`config.mk`:
```
export PLATFORM = sky130hd
export DESIGN_NAME = wasr_isqrt
export DESIGN_NICKNAME = d
export VERILOG_FILES = /design/src/sv/wasr_pkg.sv /design/src/sv/wasr_isqrt.sv
export SDC_FILE = /design/constraint.sdc
export NUM_CORES = 1
export LEC_CHECK = 0
export BUFFER_PORTS_ARGS = -buffer_cell sky130_fd_sc_hd__buf_2
export CAP_MARGIN = 20
export CELL_PAD_IN_SITES_DETAIL_PLACEMENT = 1
export CELL_PAD_IN_SITES_GLOBAL_PLACEMENT = 2
export CORE_ASPECT_RATIO = 0.5
export CORE_UTILIZATION = 40
export CTS_BUF_LIST = sky130_fd_sc_hd__clkbuf_16
export CTS_CLUSTER_SIZE = 40
export DETAILED_ROUTE_END_ITERATION = 8
export MAX_ROUTING_LAYER = met4
export PLACE_DENSITY = 0.91
export SETUP_SLACK_MARGIN = 0.3
export SLEW_MARGIN = 25
export SYNTH_ARGS = -nofsm -noshare
export SYNTH_HDL_FRONTEND = slang
export SYNTH_SLANG_ARGS = --single-unit
```
`constraint.sdc`:
```
create_clock -name clk_i -period 6.16 [get_ports clk_i]
set_input_delay 0.308 -clock clk_i [delete_from_list [all_inputs] [get_ports clk_i]]
set_output_delay 0.308 -clock clk_i [all_outputs]
set_load 0.02 [all_outputs]
```
`src/sv/wasr_pkg.sv`:
```
// ----------------------------------------------------------------------------
// Waypoint route search package
// Shared constants, codes and state encoding for the waypoint route search.
// ----------------------------------------------------------------------------
package wasr_pkg;

  localparam int unsigned DEF_MAX_POINTS    = 32;
  localparam int unsigned DEF_MAX_NEIGHBORS = 8;
  localparam int unsigned DEF_COORD_BITS    = 16;

  // Width of the link index fields of an input beat.
  localparam int unsigned LINK_BITS = 5;

  // Path costs and estimates are unsigned and saturate at their maximum.
  localparam int unsigned COST_BITS = 24;
  localparam logic [COST_BITS-1:0] COST_MAX = '1;

  typedef enum logic [1:0] {
    ACT_ADD_POINT = 2'd0,
    ACT_ADD_LINK  = 2'd1,
    ACT_ROUTE     = 2'd2
  } action_e;

  typedef enum logic [1:0] {
    ST_OK        = 2'd0,
    ST_FULL      = 2'd1,
    ST_BAD_INDEX = 2'd2,
    ST_NO_ROUTE  = 2'd3
  } status_e;

  typedef enum logic [4:0] {
    S_IDLE,
    S_DISP,
    S_LINK,
    S_EMIT,
    S_N_RD,
    S_N_LD,
    S_N_FROM,
    S_N_GOAL,
    S_I_RDS,
    S_I_RDE,
    S_I_LDE,
    S_I_DONE,
    S_SC_RD,
    S_SC_CMP,
    S_SC_END,
    S_X_RD,
    S_X_LD,
    S_X_NB,
    S_X_NBW,
    S_X_NBP,
    S_X_G,
    S_X_H,
    S_P_GOAL,
    S_P_RD,
    S_P_EM,
    S_SQ_MUL,
    S_SQ_ACC,
    S_SQ_ROOT
  } state_e;

endpackage

```
`src/sv/wasr_isqrt.sv`:
```
// ----------------------------------------------------------------------------
// Iterative integer square root
// Floor square root, one result bit per cycle, restoring digit recurrence.
// ----------------------------------------------------------------------------
module wasr_isqrt #(
  parameter int unsigned ROOT_BITS = wasr_pkg::DEF_COORD_BITS + 1
) (
  input  logic                     clk_i,
  input  logic                     rst_ni,
  input  logic                     start_i,
  input  logic [2*ROOT_BITS-1:0]   radicand_i,
  output logic                     busy_o,
  output logic [ROOT_BITS-1:0]     root_o
);
  localparam int unsigned CntW = $clog2(ROOT_BITS + 1);

  logic [2*ROOT_BITS-1:0] rad_q;
  logic [ROOT_BITS+1:0]   rem_q;
  logic [ROOT_BITS-1:0]   root_q;
  logic [CntW-1:0]        cnt_q;
  logic                   busy_q;
  logic [ROOT_BITS+1:0]   rem_sh;
  logic [ROOT_BITS+1:0]   trial;
  logic                   fits;

  // Bring down the next two radicand bits and try the next root bit.
  assign rem_sh = {rem_q[ROOT_BITS-1:0], rad_q[2*ROOT_BITS-1 -: 2]};
  assign trial  = {root_q, 2'b01};
  assign fits   = (rem_sh >= trial);

  always_ff @(posedge clk_i or negedge rst_ni) begin
    if (!rst_ni) begin
      busy_q <= 1'b0;
      cnt_q  <= '0;
    end else if (start_i) begin
      busy_q <= 1'b1;
      cnt_q  <= CntW'(ROOT_BITS);
    end else if (busy_q) begin
      cnt_q <= cnt_q - CntW'(1);
      if (cnt_q == CntW'(1)) begin
        busy_q <= 1'b0;
      end
    end
  end

  always_ff @(posedge clk_i) begin
    if (start_i) begin
      rad_q  <= radicand_i;
      rem_q  <= '0;
      root_q <= '0;
    end else if (busy_q) begin
      rad_q  <= {rad_q[2*ROOT_BITS-3:0], 2'b00};
      rem_q  <= fits ? (rem_sh - trial) : rem_sh;
      root_q <= {root_q[ROOT_BITS-2:0], fits};
    end
  end

  assign busy_o = busy_q;
  assign root_o = root_q;
endmodule

```
==> reports/qor.yml <==
outcome:
  status: "finished, final reports clean"
die:
  die_area_sq_um: 10500
  start_util_pct: 41.9
  dieHeight_um: 73.1
  io_pins: 55
  core-area_sq_um: 9630
  core.rowCount: 25
  die_w_um: 144
detailed_routing:
  dr.pass1.iters: 4
  via_per_inst: 5.26
  wl_per_cell_um: 16.4
  num_vias: 2999
  route.detailed.drc: 0
  first_iter_violations: 105
  wl_mm: 9.34
  drtAntennaViolNets: 0
synthesis:
  synth_cell_types: 57
  synth_flop_cell: "edfxtp_1"
  avgSynthCellArea_sq_um: 10.7
  synth_nets: 435
  synth_fa_ha_area_share_pct: 6.51
  synth.ff_latch_count: 74
  synthSimpleGateAreaFrac_pct: 14.1
  synth_seq_area_share_pct: 45.8
  synth_warnings: 0
  netlist_area_sq_um: 4040
  synth_top_family_by_area: "simple AND/OR/NAND/NOR gates"
  synth_xor_area_share_pct: 2.82
  syn_inst: 377
  synth_edf_count: 34
  async_flop_share_pct: 8.11
  synth-compound-area-share_pct: 13.3
  muxShareOfSynthArea_pct: 13.4
power:
  ir_worst_vdd_mv: 0.195
  p_per_area_nw_per_um2: 482
  p_leak_nw: 2.06
clock_network:
  clkSinkCount: 74
  cts.path.max_buffers: 2
  cts_resized: 0
  clock_latency_ps: 340
  cts.clk_slew.worst_paths_ps: 70
  numCtsBuffers: 9
  cts_root_buf: "clkbuf_16"
  htreeDepth: 3
  cts_tree: "yes"
sta:
  finalHoldViolCount: 0
  post-route-period-util_pct: 49.8
  finalWorstSetupSlack_ps: 3100
  worst_pin_slew_ps: 935
  finalClockSkew_ps: 8.68
  period_minus_slack_ps: 3060
  rsz0062_at_grt: "false"
  slew_viol_final: 0
  fmax_mhz: 326
  maxSlewHeadroom_pct: 37.6
  setup_viol: 0
  setup_tns_ps: 0
setup_path:
  startpoint: "root_o[2]"
  endpoint_kind: "flop"
  cp.required_ps: 6380
  critical_path_class: "reg2reg"
  startpoint_type: "flop"
  crit_fanout: 14
  worst_ep_arrival_time_ps: 3290
  regToRegStartpoint: "root_o[2]"
place:
  routabilityCongestion: 0.860
  numPortBuffers: 54
  hpwl_mm: 6.54
  dp_slack_ps: 3080
global_route:
  grt_pass1_vias: 3164
  antenna_found_initial: 1
  grtUsageTotal_pct: 20.4
  grt_max_degree: 69
  grt.overflow.total: 0
  grt_pass1_wl_mm: 15.6
job:
  cap_violations: 0
layout:
  areaGrowthSynthToFinish_pct: 16.9
  fill_cells: 1123
  drive_gt1_share_pct: 27.4
  nNetsFinal: 487
worst_hold_path:
  min_from: "radicand_i[0]"
  hold_class: "in2reg"
worst max-delay path, stage by stage (launching register included):
cell and delay, ps:
dfxtp_1 360, inv_1 60, ha_1 360, or4_4 560
nand4_4 140, o311ai_4 130, a221oi_2 660, buf_4 330
nor4_1 80, a211o_1 270
per-stage QoR:
step	hold slack (ps)	power [mW]	utilization (%)	cells	area, sq um
after detailed placement	144	1.78	46.0	552	4430
after CTS	242	2.29	49.0	569	4720
final	250	2.28	49.0	570	4720
after global routing	252	2.44	49.0	570	4720
after floorplan	12.4	1.56	-	377	4040
after global placement	145	1.76	46.0	552	4430
synth_stat cells, types with 3 or more instances:
cell,count,share of area (%)
a21o_1,7,1.3
a21oi_1,14,1.7
a311oi_2,6,2.2
a32oi_1,4,0.87
and3_1,4,0.62
buf_1,5,0.46
clkbuf_1,8,0.74
dfrtp_1,6,3.7
dfxtp_1,34,17
edfxtp_1,34,25
ha_1,21,6.5
inv_1,24,2.2
mux2_2,32,8.9
mux2i_1,18,4.5
nand2_1,27,2.5
nand2b_1,8,1.2
nand3_1,15,1.9
nor2_1,35,3.3
nor2b_1,3,0.46
o211ai_1,3,0.56
o21a_1,4,0.74
o21ai_0,7,0.87
o21ai_1,3,0.37
o31ai_1,3,0.56
xnor2_1,8,1.7
xor2_1,5,1.1
flip-flops by register name, summed over array words and instances, names as in the netlist:
name	flops
busy_o	1
cnt_q	5
rad_q	34
rem_q	17
root_o	17
per-layer routing:
metal | up-vias | GRT usage (%) | share of wire, %
li1 | 1477 | - | -
met1 | 1459 | 24.5 | 48
met2 | 53 | 33.5 | 46
met3 | 10 | 4.92 | 4.0
met4 | 0 | 7.45 | 1.3
met5 | - | - | 0
repair_timing:
item / in CTS / in global routing
buffers inserted: 0 / 0
hold buffers: 1 / 0
hold endpoints to repair: 6 / 0
cell type report:
class / instances / area (sq um) / area share, %
Clock buffer: 9 / 225 / 4.77
Tap cell: 135 / 169 / 3.58
Antenna cell: 1 / 2.50 / 0.0530
Multi-Input combinational cell: 262 / 2020 / 42.8
Timing Repair Buffer: 58 / 303 / 6.41
Clock inverter: 7 / 55.1 / 1.17
Inverter: 24 / 90.1 / 1.91
Sequential cell: 74 / 1860 / 39.3
report_power, final:
part | internal, mW | switching, mW
clock network | 0.275 | 0.221
registers | 0.642 | 0.0987
logic | 0.460 | 0.579
total | 1.38 | 0.899
cell usage in the layout (no fill, tap or decap), types with 2 or more instances in the layout:
master	n
a211oi_1	2
a21o_1	7
a21oi_1	14
a311o_1	2
a311oi_2	6
a32oi_1	4
and2_1	2
and3_1	4
buf_2	54
buf_4	3
clkbuf_16	9
clkinv_4	4
dfrtp_1	5
dfxtp_1	34
edfxtp_1	34
ha_1	21
inv_1	25
mux2_2	32
mux2i_1	18
nand2_1	27
nand2b_1	8
nand3_1	15
nand3b_1	2
nor2_1	35
nor2b_1	3
nor3_1	2
o211ai_1	3
o21a_1	4
o21ai_0	7
o21ai_1	3
o31ai_1	3
or3_1	2
xnor2_1	8
xor2_1	5
final timing paths:
check / endpoint / slack, ps / cells after the start
worst min register to register: rem_q[16] / 500 / 2
worst max-delay path: rem_q[2] / 3100 / 9
worst min-delay path: rad_q[0] / 250 / 2
min in group asynchronous: cnt_q[2] / 340 / 2
worst max register to register: rem_q[2] / 3100 / 9
max in group asynchronous: busy_o / 5640 / 2
cell families after synthesis:
family          count (synthesis)
compound gates                 67
xor+xnor                       13
fa+ha+maj                      21
buf+inv                        41
flops                          74
mux                            50
simple gates                  111
Power figures use the tool's default switching activity.
